===== config.mk =====
export PLATFORM = sky130hd
export DESIGN_NAME = servo_pulse_slew_limiter
export DESIGN_NICKNAME = d
export VERILOG_FILES = /design/src/spsl_pkg.sv /design/src/servo_pulse_slew_limiter.sv
export VERILOG_INCLUDE_DIRS = /design/src /design/src/src
export SDC_FILE = /design/constraint.sdc
export NUM_CORES = 1
export LEC_CHECK = 0
export ABC_AREA = 1
export BUFFER_PORTS_ARGS = -buffer_cell sky130_fd_sc_hd__buf_2
export CORE_MARGIN = 2
export CORE_UTILIZATION = 35
export CTS_CLUSTER_SIZE = 12
export DETAILED_ROUTE_END_ITERATION = 16
export GPL_TIMING_DRIVEN = 0
export HOLD_SLACK_MARGIN = 0.12
export PLACE_DENSITY = 0.58
export SLEW_MARGIN = 20
export SYNTH_ARGS = -nofsm -noshare
export SYNTH_HDL_FRONTEND = slang
export SYNTH_SLANG_ARGS = --single-unit

===== constraint.sdc =====
create_clock -name clk_i -period 16.6 [get_ports clk_i]
set_input_delay 0.83 -clock clk_i [delete_from_list [all_inputs] [get_ports clk_i]]
set_output_delay 0.83 -clock clk_i [all_outputs]
set_load 0.05 [all_outputs]

===== src/assert_macros.svh =====
// ----------------------------------------------------------------------------
// Assertion macros
// Concurrent assertion helper macro for the RTL.
// ----------------------------------------------------------------------------
`ifndef ASSERT_MACROS_SVH
`define ASSERT_MACROS_SVH

// Check a property on the rising clock edge, off during active-low reset.
`define ASSERT_CLK(label, clk, rst_n, prop) \
  label: assert property (@(posedge clk) disable iff (!rst_n) (prop)) \
    else $error("assertion failed");

`endif


===== src/spsl_pkg.sv =====
// ----------------------------------------------------------------------------
// Servo pulse slew limiter package
// Widths, register indexes and action codes shared by the design.
// ----------------------------------------------------------------------------
`default_nettype none

package spsl_pkg;

  localparam int CountBits = 16;
  localparam int CmpBits   = (CountBits > 16) ? CountBits : 16;
  localparam int PosBits   = 17;
  localparam int AddrBits  = 4;
  localparam int DataBits  = 32;

  typedef logic [CountBits-1:0] level_t;

  typedef enum logic [1:0] {
    ActSetNow   = 2'd0,
    ActSetTrack = 2'd1,
    ActTick     = 2'd2,
    ActNone     = 2'd3
  } action_e;

  typedef enum logic [1:0] {
    RegMinCount    = 2'd0,
    RegMaxCount    = 2'd1,
    RegLongestMax  = 2'd2,
    RegMaxStep     = 2'd3
  } reg_idx_e;

  localparam logic [15:0] MinCountRst = 16'd3205;
  localparam logic [15:0] MaxCountRst = 16'd6410;
  localparam logic [15:0] MaxStepRst  = 16'd30;

endpackage

`default_nettype wire


===== src/servo_pulse_slew_limiter.sv =====
// Path: an accepted input goes to the input register, then the result register.
// Throughput: one item per cycle while out_stall_i is low; the level update
// is one pass of multiply-add and slew compare between the two registers.
// Reset: asynchronous, active low; levels clear to 0, registers load their
// defaults, both pipeline stages empty.
// ----------------------------------------------------------------------------
// Servo pulse slew limiter
// Maps a Q1.16 position (saturated at 1.0) to a PWM compare level and slews
// the current level toward the target by at most max_step on each period tick, or sets it on a set-now action.
// ----------------------------------------------------------------------------
`default_nettype none

`include "assert_macros.svh"

module servo_pulse_slew_limiter
  import spsl_pkg::*;
(
  input  wire logic                clk_i,
  input  wire logic                rst_ni,
  input  wire logic                in_valid_i,
  output logic                     in_stall_o,
  input  wire logic [1:0]          action_i,
  input  wire logic [PosBits-1:0]  position_i,
  output logic                     out_valid_o,
  input  wire logic                out_stall_i,
  output logic [15:0]              pulse_level_o,
  output logic                     at_target_o,
  input  wire logic                psel,
  input  wire logic                penable,
  input  wire logic                pwrite,
  input  wire logic [AddrBits-1:0] paddr,
  input  wire logic [DataBits-1:0] pwdata,
  output logic [DataBits-1:0]      prdata,
  output logic                     pready
);

  logic [15:0] min_count_q, max_count_q, max_step_q;
  logic        longest_max_q;
  logic        cfg_wr;
  reg_idx_e    cfg_idx;

  level_t      target_q, target_d, current_q, current_d;

  logic               pipe_valid_q;
  action_e            pipe_action_q;
  logic [PosBits-1:0] pipe_pos_q;
  logic               advance, in_accept;

  logic               out_valid_q;
  logic [15:0]        level_out_q;
  logic               at_target_q;

  logic [16:0]        pos_sat, pos_eff;
  logic [15:0]        span;
  logic [33:0]        product;
  logic [15:0]        scaled;
  level_t             new_level;
  level_t             diff;
  logic [CmpBits-1:0] diff_w, step_w, delta_w;

  assign pready  = 1'b1;
  assign cfg_wr  = psel && penable && pwrite && pready;
  assign cfg_idx = reg_idx_e'(paddr[3:2]);

  always_comb begin
    prdata = '0;
    case (cfg_idx)
      RegMinCount:   prdata = DataBits'(min_count_q);
      RegMaxCount:   prdata = DataBits'(max_count_q);
      RegLongestMax: prdata = DataBits'(longest_max_q);
      RegMaxStep:    prdata = DataBits'(max_step_q);
      default:       prdata = '0;
    endcase
  end

  always_ff @(posedge clk_i or negedge rst_ni) begin
    if (!rst_ni) begin
      min_count_q   <= MinCountRst;
      max_count_q   <= MaxCountRst;
      longest_max_q <= 1'b1;
      max_step_q    <= MaxStepRst;
    end else if (cfg_wr) begin
      case (cfg_idx)
        RegMinCount:   min_count_q   <= pwdata[15:0];
        RegMaxCount:   max_count_q   <= pwdata[15:0];
        RegLongestMax: longest_max_q <= pwdata[0];
        RegMaxStep:    max_step_q    <= pwdata[15:0];
        default:       ;
      endcase
    end
  end

  // Pipeline control
  assign advance    = !out_valid_q || !out_stall_i;
  assign in_stall_o = pipe_valid_q && !advance;
  assign in_accept  = in_valid_i && !in_stall_o;

  always_ff @(posedge clk_i or negedge rst_ni) begin
    if (!rst_ni) begin
      pipe_valid_q <= 1'b0;
    end else if (!pipe_valid_q || advance) begin
      pipe_valid_q <= in_valid_i;
    end
  end

  always_ff @(posedge clk_i) begin
    if (in_accept) begin
      pipe_action_q <= action_e'(action_i);
      pipe_pos_q    <= position_i;
    end
  end

  // Position to level
  always_comb begin
    pos_sat   = pipe_pos_q[16] ? 17'h10000 : 17'(pipe_pos_q[15:0]);
    pos_eff   = longest_max_q ? pos_sat : (17'h10000 - pos_sat);
    span      = (max_count_q > min_count_q) ? (max_count_q - min_count_q) : 16'd0;
    product   = 34'(pos_eff) * 34'(span) + 34'd32768;
    scaled    = product[31:16];
    new_level = level_t'(min_count_q) + level_t'(scaled);
  end

  // Slew toward target
  always_comb begin
    diff     = (target_q > current_q) ? (target_q - current_q) : (current_q - target_q);
    diff_w   = CmpBits'(diff);
    step_w   = CmpBits'(max_step_q);
    delta_w  = (diff_w < step_w) ? diff_w : step_w;
    target_d  = target_q;
    current_d = current_q;
    case (pipe_action_q)
      ActSetNow: begin
        target_d  = new_level;
        current_d = new_level;
      end
      ActSetTrack: begin
        target_d = new_level;
      end
      ActTick: begin
        if (target_q > current_q) begin
          current_d = current_q + level_t'(delta_w);
        end else if (target_q < current_q) begin
          current_d = current_q - level_t'(delta_w);
        end
      end
      default: ;
    endcase
  end

  always_ff @(posedge clk_i or negedge rst_ni) begin
    if (!rst_ni) begin
      target_q    <= '0;
      current_q   <= '0;
      out_valid_q <= 1'b0;
    end else if (advance) begin
      out_valid_q <= pipe_valid_q;
      if (pipe_valid_q) begin
        target_q  <= target_d;
        current_q <= current_d;
      end
    end
  end

  always_ff @(posedge clk_i) begin
    if (advance && pipe_valid_q) begin
      level_out_q <= 16'(current_d);
      at_target_q <= (current_d == target_d);
    end
  end

  assign out_valid_o   = out_valid_q;
  assign pulse_level_o = level_out_q;
  assign at_target_o   = at_target_q;

  `ASSERT_CLK(a_stall_needs_item, clk_i, rst_ni, in_stall_o |-> pipe_valid_q)
  `ASSERT_CLK(a_drain_empties, clk_i, rst_ni,
    (out_valid_q && !out_stall_i && !pipe_valid_q) |=> !out_valid_o)
  `ASSERT_CLK(a_at_target_match, clk_i, rst_ni,
    (advance && pipe_valid_q) |=> (at_target_q == (current_q == target_q)))
  `ASSERT_CLK(a_set_now_aligns, clk_i, rst_ni,
    (advance && pipe_valid_q && pipe_action_q == ActSetNow) |=> (current_q == target_q))

endmodule

`default_nettype wire

---- After elaboration in Yosys (flattened, before gate mapping) ----
Cells that the tools add are included.
operators by class
  $add $sub $neg .......................... 8
  multipliers ............................. 1
  order comparisons ....................... 4
  equality and inequality tests ........... 6
  multiplexer cells ....................... 10
  reduce and logical (&&, ||, !) cells .... 20
operator list
  cell                                                                    count
  32-bit case mux with 4 select lines                                     1
  16-bit two-way mux                                                      6
  16-bit subtractor                                                       4
  17-bit two-way mux                                                      2
  16-bit adder                                                            2
  32-bit by 16-bit adder with 32-bit output (second input constant)       1
  16-bit greater-than comparator                                          2
  16-bit less-than comparator                                             2
  17-bit by 16-bit multiplier with 32-bit output                          1
  16-bit case mux with 2 select lines                                     1
  17-bit subtractor (first input constant)                                1
  16-bit equality test                                                    1
  2-bit AND reduction                                                     5
  2-bit equality test (second input constant)                             3
  1-bit logical AND                                                       5
  1-bit zero test                                                         5
  2-bit by 1-bit equality test with 1-bit output (second input constant)  2
  2-bit zero test                                                         2
  1-bit logical OR                                                        2
  2-bit OR reduction                                                      1
storage, ports and cells
  register bits ........................... 119
  input port bits ......................... 62
  output and inout bits ................... 52
  logic and storage cells ................. 61

---- Depth between registers and ports, before layout ----
Gate-level depths: netlist (run 1).
  depth in word-level cells ............... 9
  mapped depth ............................ 61
  mapped depth without buffers ............ 60

---- Least setup slack after synthesis (run 1) ----
No wires, ideal clock.
  kind .................................... register to register
  start point ............................. reg max_count_q[1]
  end point ............................... reg at_target_q, in the netlist at_target_o (data pin)
  library setup time ...................... 0.251 ns
  data arrival time ....................... 8.676 ns
  data required time ...................... 16.349 ns
  setup slack ............................. 7.673 ns
  stages on the path, launching flop included .. 54
  buffers on the path ..................... 1
  clock period less this slack ............ 8.927 ns
  cell sequence ........................... dfstp_2 > inv_1 > fa_1 > inv_1 > nand2_1 > nand2_1 > nand3_1 > nand2_2 > nand2_1 > nand2_2 > nand2_1 > inv_2 > nand2_1 > nor2_1 > clkbuf_1 > nand2_1 > fa_1 > inv_1 > (+18 left out) > inv_1 > nand2_1 > a21oi_1 > nor2_1 > o21ai_0 > nand2_1 > nand2_1 > nand2_1 > nand2_1 > a31oi_1 > xor2_1 > nand2_1 > o21ai_0 > nand3_1 > nand2_1 > nor2_1 > nand3_1 > nor2_1
on the way
  longest elaborated chain between the ends .. 7
  elaborated cells between the ends (all ways) .. 9
  those cells by class .................... 3 x add/sub; 1 x mul; 1 x order compare; 1 x eq/ne; 3 x mux
RTL lines
  what                                                                              line                             text
  from (decl)                                                                       servo_pulse_slew_limiter.sv:37   logic [15:0] min_count_q, max_count_q, max_step_q;
  from (signal assigned)                                                            servo_pulse_slew_limiter.sv:79   max_count_q <= MaxCountRst;
  from (signal assigned)                                                            servo_pulse_slew_limiter.sv:85   RegMaxCount: max_count_q <= pwdata[15:0];
  16-bit subtractor / 16-bit greater-than comparator (equally long branches)        servo_pulse_slew_limiter.sv:117  span = (max_count_q > min_count_q) ? (max_count_q - min_count_q) : 16'd0;
  16-bit two-way mux (*)                                                            servo_pulse_slew_limiter.sv:117
  17-bit by 16-bit multiplier with 32-bit output (*)                                servo_pulse_slew_limiter.sv:118  product = 34'(pos_eff) * 34'(span) + 34'd32768;
  32-bit by 16-bit adder with 32-bit output (*)                                     servo_pulse_slew_limiter.sv:118
  16-bit adder (*)                                                                  servo_pulse_slew_limiter.sv:120  new_level = level_t'(min_count_q) + level_t'(scaled);
  16-bit case mux with 2 select lines / 16-bit two-way mux (equally long branches)  servo_pulse_slew_limiter.sv:131  case (pipe_action_q)
  16-bit equality test (*)                                                          servo_pulse_slew_limiter.sv:167  at_target_q <= (current_d == target_d);
  to (signal assigned)                                                              servo_pulse_slew_limiter.sv:167
  to (decl)                                                                         servo_pulse_slew_limiter.sv:51   logic at_target_q;
Every way passes the cells marked *; elsewhere a longest branch is shown, timed or not.
A chain may end at the register's enable or synchronous reset.

---- Worst setup path after layout (run 1) ----
  start point ............................. reg pipe_pos_q[16]
  end point ............................... reg at_target_q, in the netlist at_target_o (data pin)
on the way
  longest elaborated chain between the ends .. 8
  elaborated cells between the ends (all ways) .. 9
  those cells by class .................... 3 x add/sub; 1 x mul; 1 x eq/ne; 4 x mux
RTL lines
  what                                                                              line                             text
  from (decl)                                                                       servo_pulse_slew_limiter.sv:46   logic [PosBits-1:0] pipe_pos_q;
  from (signal assigned)                                                            servo_pulse_slew_limiter.sv:109  pipe_pos_q <= position_i;
  17-bit two-way mux (*)                                                            servo_pulse_slew_limiter.sv:115  pos_sat = pipe_pos_q[16] ? 17'h10000 : 17'(pipe_pos_q[15:0]);
  17-bit subtractor                                                                 servo_pulse_slew_limiter.sv:116  pos_eff = longest_max_q ? pos_sat : (17'h10000 - pos_sat);
  17-bit two-way mux (*)                                                            servo_pulse_slew_limiter.sv:116
  17-bit by 16-bit multiplier with 32-bit output (*)                                servo_pulse_slew_limiter.sv:118
  32-bit by 16-bit adder with 32-bit output (*)                                     servo_pulse_slew_limiter.sv:118
  16-bit adder (*)                                                                  servo_pulse_slew_limiter.sv:120
  16-bit case mux with 2 select lines / 16-bit two-way mux (equally long branches)  servo_pulse_slew_limiter.sv:131
  16-bit equality test (*)                                                          servo_pulse_slew_limiter.sv:167
Marked as above.

==> results summary, run 1 <==
The flow ran to the end, and the final reports show no timing, DRC or antenna violations. The final global-route overflow total came out at 0. Of all flip-flops after synthesis, the portion carrying an async set or reset was 69.7%. fa_1 takes more of the synthesized area than any other cell.

The final layout net count is ~3,400. The count of flip-flops with a built-in enable after synthesis came out at 36. The clock sink total is 119. The simple-gate share of the synthesized area is 22.8%. The multi-input gate area in the final layout came out at between 10,000 and 15,000 um^2. Dividing the detail-routed via count by the number of cells gives about 4.9.

Leaving out fill and tap cells, the most frequent cell in the layout is nand2_1. The x dimension of the die is approximately 240 um. Cells with a size suffix above 1 make up just over 7% of the layout. The first-pass GRT wire length is approximately 99 mm. Clock tree synthesis selected as its root buffer the cell clkbuf_16. Measured along the y axis, the die boundary spans roughly 240 um. The TritonCTS buffer count came out at 17.

The post-CTS setup repair buffer count is 0. The quantity of I/O buffers inserted on ports is around 80. TritonCTS built the clock tree. The count of nets left with antenna violations once routing finished came out at 0. The final max-slew violation count came to 0. The required time at the worst-slack endpoint came out at around 17 ns. Among all stages on the critical path, the largest delay is contributed by xor2_1. The row count came out at approximately 90. The logic depth of the worst setup path including buffers is between 40 and 50.

Synthesis instantiated 63 different standard cells from the library. STA classifies the critical path endpoint as a register. The number of antenna violations at the first check in global routing came out at 1. The reported max-cap violation count came out at 0. The dominant combinational cell family by area after synthesis is adder cells.

The post-synthesis instance total is 2,786. The min-delay analysis places its worst path in the category in2async. The DRC violations left is 0. The synthesized flop and latch total came out at approximately 120. The total die area came out at 59,700 um^2. The largest net degree at the start of global routing is 54. The total count of hold-check failures in the final report came to 0. Based on the critical path, the design can be clocked at up to 0.0858 GHz. The largest stage delay on the critical path came out at between 0.8 and 0.9 ns. Setup repair after global routing left no endpoint under its margin.

Once detailed placement completed, the half-perimeter wirelength came to ~53 mm. The count of TritonRoute iterations in the first routing pass came out at 8. Among cell families on the critical path, the largest total delay comes from adder cells. The cell repeated most along the worst path is inv_1. The overall fraction of global-route tracks in use is about a fifth. The buffering stage count on the worst path with inverters included is 9. The critical path is of the reg2reg type. The final setup skew is around 0.0081 ns. The quantity of hold-fixing buffers added after cts is 0. The time the worst path needs with I/O delays and setup is ~12 ns. The worst setup path is launched from a register. The initial cell density of the core came out at a little over a third. The synthesized netlist devotes a little over a tenth of its cell area to compound gates. The worst-margin pin slew is around 1.2 ns. The worst-path maximum fanout is 10. The maximum count of clock buffers along a single path came out at 2. The post-detailed-route wirelength per cell came out at 17.0 um. The first-iteration detailed-routing DRC count came out at approximately 1,300. Sorting the synthesized cells by area gives the leading types as fa_1, ha_1, nand2_1, inv_1, dfrtp_1. Summed over its instances, the top area cell type makes up between 20% and 30% of the synthesized netlist area. The top-level port count came out at 114. During synthesis, Yosys emitted a total of 0 warnings. In this run the tightest slew margin relative to its limit is 22.5%.

The signal arrival time at the worst endpoint came out at about 12 ns. The multiplexer area fraction after synthesis is less than 1%. The latest clock arrival within the worst-skew pair came out at 0.45 ns.

After clock tree synthesis, the clock-pin slew on the worst setup and hold paths is 0.06 ns. At the end of routability-driven placement, the weighted congestion stood at between 0.9 and 1. The register cell area after layout is between 3000 and 4000 um^2.

The number of H-tree levels came out at 4. For this run, the leading register cell type out of synthesis is dfrtp_1. The core region is 57,400 um^2. The post-synth design cell area is a little over 20,000 um^2. The xor/xnor share of the synthesized area came out at between 3 and 4%.

The number of endpoints failing setup at the final stage is 0. The aggregate negative setup slack came out at 0 ns. The final critical-path share of the clock period came out at between 70% and 80%. In this run the mean area of a mapped cell was slightly above 7 um^2.

The layout overhead on the synthesized area is 10.1%. Leaving out fill and tap cells, the most frequent cells in the layout are nand2_1, inv_1, ha_1, nor2_1, fa_1. The via count is about 18,000. Sequential elements use 15.7% of the synthesized area.

The wire length after detailed routing came out at between 60 and 70 mm. Counting the fill cells in the layout gives just over 6,000. The number of global-route vias before repair was around 18,000. The number of gates resized after cts came out at 0. The adder and majority gate portion of the synthesized area is between 30% and 40%. The worst reg-to-reg path cell count is 46.
-- per-layer routing --
| layer | global-route usage [%] | wire (um) | up-vias |
|---|---|---|---|
| li1 | - | - | 8851 |
| met1 | 26.9 | 27000 | 8537 |
| met2 | 37.5 | 30700 | 455 |
| met3 | 2.59 | 2950 | 94 |
| met4 | 6.99 | 1910 | 0 |
| met5 | 0 | 0 | - |
-- cell families after synthesis --
kind of cell             Yosys count
XOR/XNOR                          74
AO/OA/AOI/OAI                    369
AND/OR/NAND/NOR                 1118
buffers and inverters            669
adder cells (fa/ha/maj)          433
flip-flops                       119
other                              2
multiplexers                       2
-- per-stage QoR --
step | instances | area, um^2 | hold WS [ns] | utilization (%) | setup slack [ns]
2_1_floorplan | 2801 | 20300 | 0.448 | - | 7.67
3_3_place_gp | 3644 | 21600 | 0.465 | 37.7 | 5.10
3_5_place_dp | 3645 | 21700 | 0.483 | 37.7 | 5.20
4_1_cts | 3677 | 22200 | 0.329 | 38.8 | 5.14
5_1_grt | 3677 | 22200 | 0.358 | 38.8 | 4.42
6_report | 3678 | 22200 | 0.339 | 38.8 | 4.95
-- flip-flops by register name, indices dropped and copies added, names as in the netlist --
name,count
pipe_pos_q,17
current_q,16
max_count_q,16
max_step_q,16
min_count_q,16
pulse_level_o,16
target_q,16
pipe_action_q,2
at_target_o,1
longest_max_q,1
out_valid_o,1
pipe_valid_q,1
-- path summary, 6_finish.rpt --
check	startpoint	end	slack, ns
setup / recovery	pipe_pos_q[16]	at_target_o	4.95
hold / removal	rst_ni	current_q[2]	0.34
setup reg to reg	pipe_pos_q[16]	at_target_o	4.95
hold reg to reg	pipe_valid_q	out_valid_o	0.48
max in group asynchronous	rst_ni	max_count_q[11]	15.56
min in group clk_i	pipe_valid_q	out_valid_o	0.48
-- cell usage after synthesis, types with 7 or more instances --
master    number
nand2_1      695
inv_1        573
ha_1         221
nor2_1       217
fa_1         212
o21ai_0      149
a21oi_1      122
nand3_1      114
dfrtp_1       68
xor2_1        61
clkbuf_1      52
edfxtp_1      36
nor3_1        25
o211ai_1      22
nand4_1       19
buf_4         18
dfstp_2       15
xnor2_1       13
a21o_1        11
nand2_2       11
or2_2         11
a31oi_1        9
nand3b_1       9
o21ai_1        8
a22oi_1        7
inv_2          7
o21bai_1       7
-- worst register-to-register path, delay by kind of cell, from the launching register on --
family,cells,cell delay [ns]
adder cells (fa/ha/maj),8,3.74
AND/OR/NAND/NOR,15,2.25
AO/OA/AOI/OAI,11,1.98
XOR/XNOR,3,1.44
flip-flops,1,0.45
buffers and inverters,9,1.62
-- final cells by class --
type,instances,area share [%]
clock inverters,10,0.534
plain buffers,81,1.90
diodes,1,0.0112
repair buffers,79,1.89
clock buffers,22,2.09
multi-input cells,2013,65.0
flip-flops and latches,119,14.3
inverters,588,9.95
well taps,765,4.30
Power of run 1 is left out: the tool's default activity adds up to more than one toggle a clock period on the data nets, which glitch-free logic cannot reach.
==> run 2: changes to the inputs <==
--- a/config.mk
+++ b/config.mk
@@ -14,7 +14,7 @@
 export DETAILED_ROUTE_END_ITERATION = 16
 export GPL_TIMING_DRIVEN = 0
 export HOLD_SLACK_MARGIN = 0.12
-export PLACE_DENSITY = 0.58
+export PLACE_DENSITY = 0.59
 export SLEW_MARGIN = 20
 export SYNTH_ARGS = -nofsm -noshare
 export SYNTH_HDL_FRONTEND = slang
==> constraint.sdc (replaced) <==
create_clock -name clk_i -period 10.7 [get_ports clk_i]
set_input_delay 0.535 -clock clk_i [delete_from_list [all_inputs] [get_ports clk_i]]
set_output_delay 0.535 -clock clk_i [all_outputs]
set_load 0.05 [all_outputs]
==> results summary, run 2 (same netlist as run 1, synthesis figures left out) <==
The flow ran to the end, and the final reports show no timing, DRC or antenna violations. The maximum count of clock buffers along a single path is 2. The count of TritonRoute iterations in the first routing pass is 5. The wire length after detailed routing is just over 60 mm. The per-cell via count in the routed design is a little under 5. The row count came out at 88. The height of the die is 244 um. The total area inside the core boundary comes to about 57,000 um^2. The worst setup path is of the reg2reg kind.

The worst-path maximum fanout came out at 10. After detailed routing, the number of remaining DRC violations is 0. The final setup skew came out at 0.0134 ns. The cell repeated most along the worst path is nand2_1. The number of H-tree levels came out at 4. Clock tree synthesis found a total of roughly 120 sinks. Setup repair after global routing left no endpoint under its margin. The latest clock arrival within the worst-skew pair is approximately 0.45 ns. The largest net degree at the start of global routing is 55.

The total die area is 59,700 um^2. The top achievable clock speed came out at 0.0998 GHz. The worst slew margin relative to its limit came out at 30.6%. Leaving out fill and tap cells, the most frequent cell in the layout is nand2_1. The total count of hold-check failures in the final report is 0. The final critical-path share of the clock period is a little over nine tenths.

The x dimension of the die came out at around 240 um. The share of post-route cells with drive strength above 1 is approximately 8.8%. The quantity of I/O buffers inserted on ports came out at 78. The capturing element type of the critical path is a register. The first-iteration detailed-routing DRC count came out at 1,051. The top cell types in the final layout, fill and taps aside, are nand2_1, inv_1, ha_1, nor2_1, fa_1.

At the placement stage, the worst setup path has a slack of -0.696 ns. The time the worst path needs with I/O delays and setup is between 10 and 15 ns. roughly 110 I/O pins were placed.

The number of cells in the finished layout apart from fillers came out at 3,692. The final layout contains 3,408 nets. The number of clock buffers added by TritonCTS is 17. Routability-driven placement finished with a final weighted congestion of 0.960. The final max-slew violation count came out at 0. The cell family contributing the most delay on the critical path is adder cells.

The layout overhead on the synthesized area came out at 11.2%. After global routing the overflow that remains totals 0. The worst setup slack after layout came out at slightly below 0.7 ns. The post-detailed-route wirelength per cell came out at 16.7 um.

The buffering stage count on the worst path with inverters included is 9. For the worst setup path, the data required time is around 11 ns. The first-pass GRT wire length came out at 98.4 mm.

The tree is rooted in a clkbuf_16. The largest stage delay on the critical path came out at 0.56 ns. The overall fraction of global-route tracks in use came out at between 20% and 30%.

The largest register by flop count is pipe_pos_q. The worst-margin pin slew is 1.04 ns. The slowest library cell on the worst path is fa_1.

The number of antenna violations at the first check in global routing was 1. Measured on the finished design, the core utilization comes to 39.2%. The number of nets with antenna violations after detailed routing is 0. The worst setup path is launched from a register. The clock transition time at the flip-flop clock pins of the worst setup and hold paths came out at 0.06 ns. The post-DP HPWL came out at 52.7 mm. The via count is 18,019. TritonCTS built the clock tree.

The register with the most flip-flops in the layout has 17 of them. The path class of the tightest hold or removal check is in2reg. The number of global-route vias before repair came out at between 15,000 and 20,000. The cell count after placement came out at between 3,000 and 4,000. The number of endpoints failing setup at the final stage is 0. The initial cell density of the core is a little over a third. The signal arrival time at the worst endpoint is between 10 and 15 ns.

Across the run, the number of max-cap violations was 0.
run 2: cell count changes in the layout (fill, tap and decap cells not counted), sizes merged:
cell         change
clkinvlp         +4
bufinv           -2
clkbuf           -7
clkinv           +7
inv              -4
dlygate4sd3      +1
buf             +15
run 2: metal layers:
metal  part of all wire (%)  GRT usage [%]  vias to the layer above
met2                     49           36.9                      451
met1                     43           26.6                     8584
met4                    4.3           9.15                        0
met3                    4.2           2.27                      117
li1                       -              -                     8867
met5                      0              0                        -
run 2: layout make-up:
class,instances,area [um^2]
Multi-Input combinational cell,2013,14600
Fill cell,6076,34900
Buffer,79,432
Inverter,588,2230
Clock inverter,15,103
Timing Repair Buffer,95,543
Clock buffer,17,425
Sequential cell,119,3180
Tap cell,765,957
Antenna cell,1,2.50
run 2: timing repair:
action / in CTS / in global routing
hold buffers: 1 / 0
endpoints found under the hold margin: 29 / 0
resized for setup: 11 / 47
buffers inserted: 0 / 15
setup endpoints to repair: 23 / 16
pin swaps: 0 / 6
run 2: stage by stage:
step                      setup TNS, ns  hold WS, ns  area (um^2)
final                                 0        0.253        22500
after CTS                             0        0.234        22200
after global placement            -3.54        0.465        21600
after detailed placement          -2.36        0.479        21600
after global routing                  0        0.235        22500
after floorplan                       0        0.239        20300
run 2: final timing paths:
check                      cells past startpoint        endpoint           from  slack (ns)
max                                           46     at_target_o  longest_max_q        0.68
min                                            1   pipe_pos_q[5]  position_i[5]        0.25
max reg2reg                                   46     at_target_o  longest_max_q        0.68
min reg2reg                                    2     out_valid_o   pipe_valid_q        0.48
max in group asynchronous                      3  max_count_q[8]         rst_ni        9.42
min in group asynchronous                      2     target_q[1]         rst_ni        0.57
Power of run 2 is left out for the same reason.
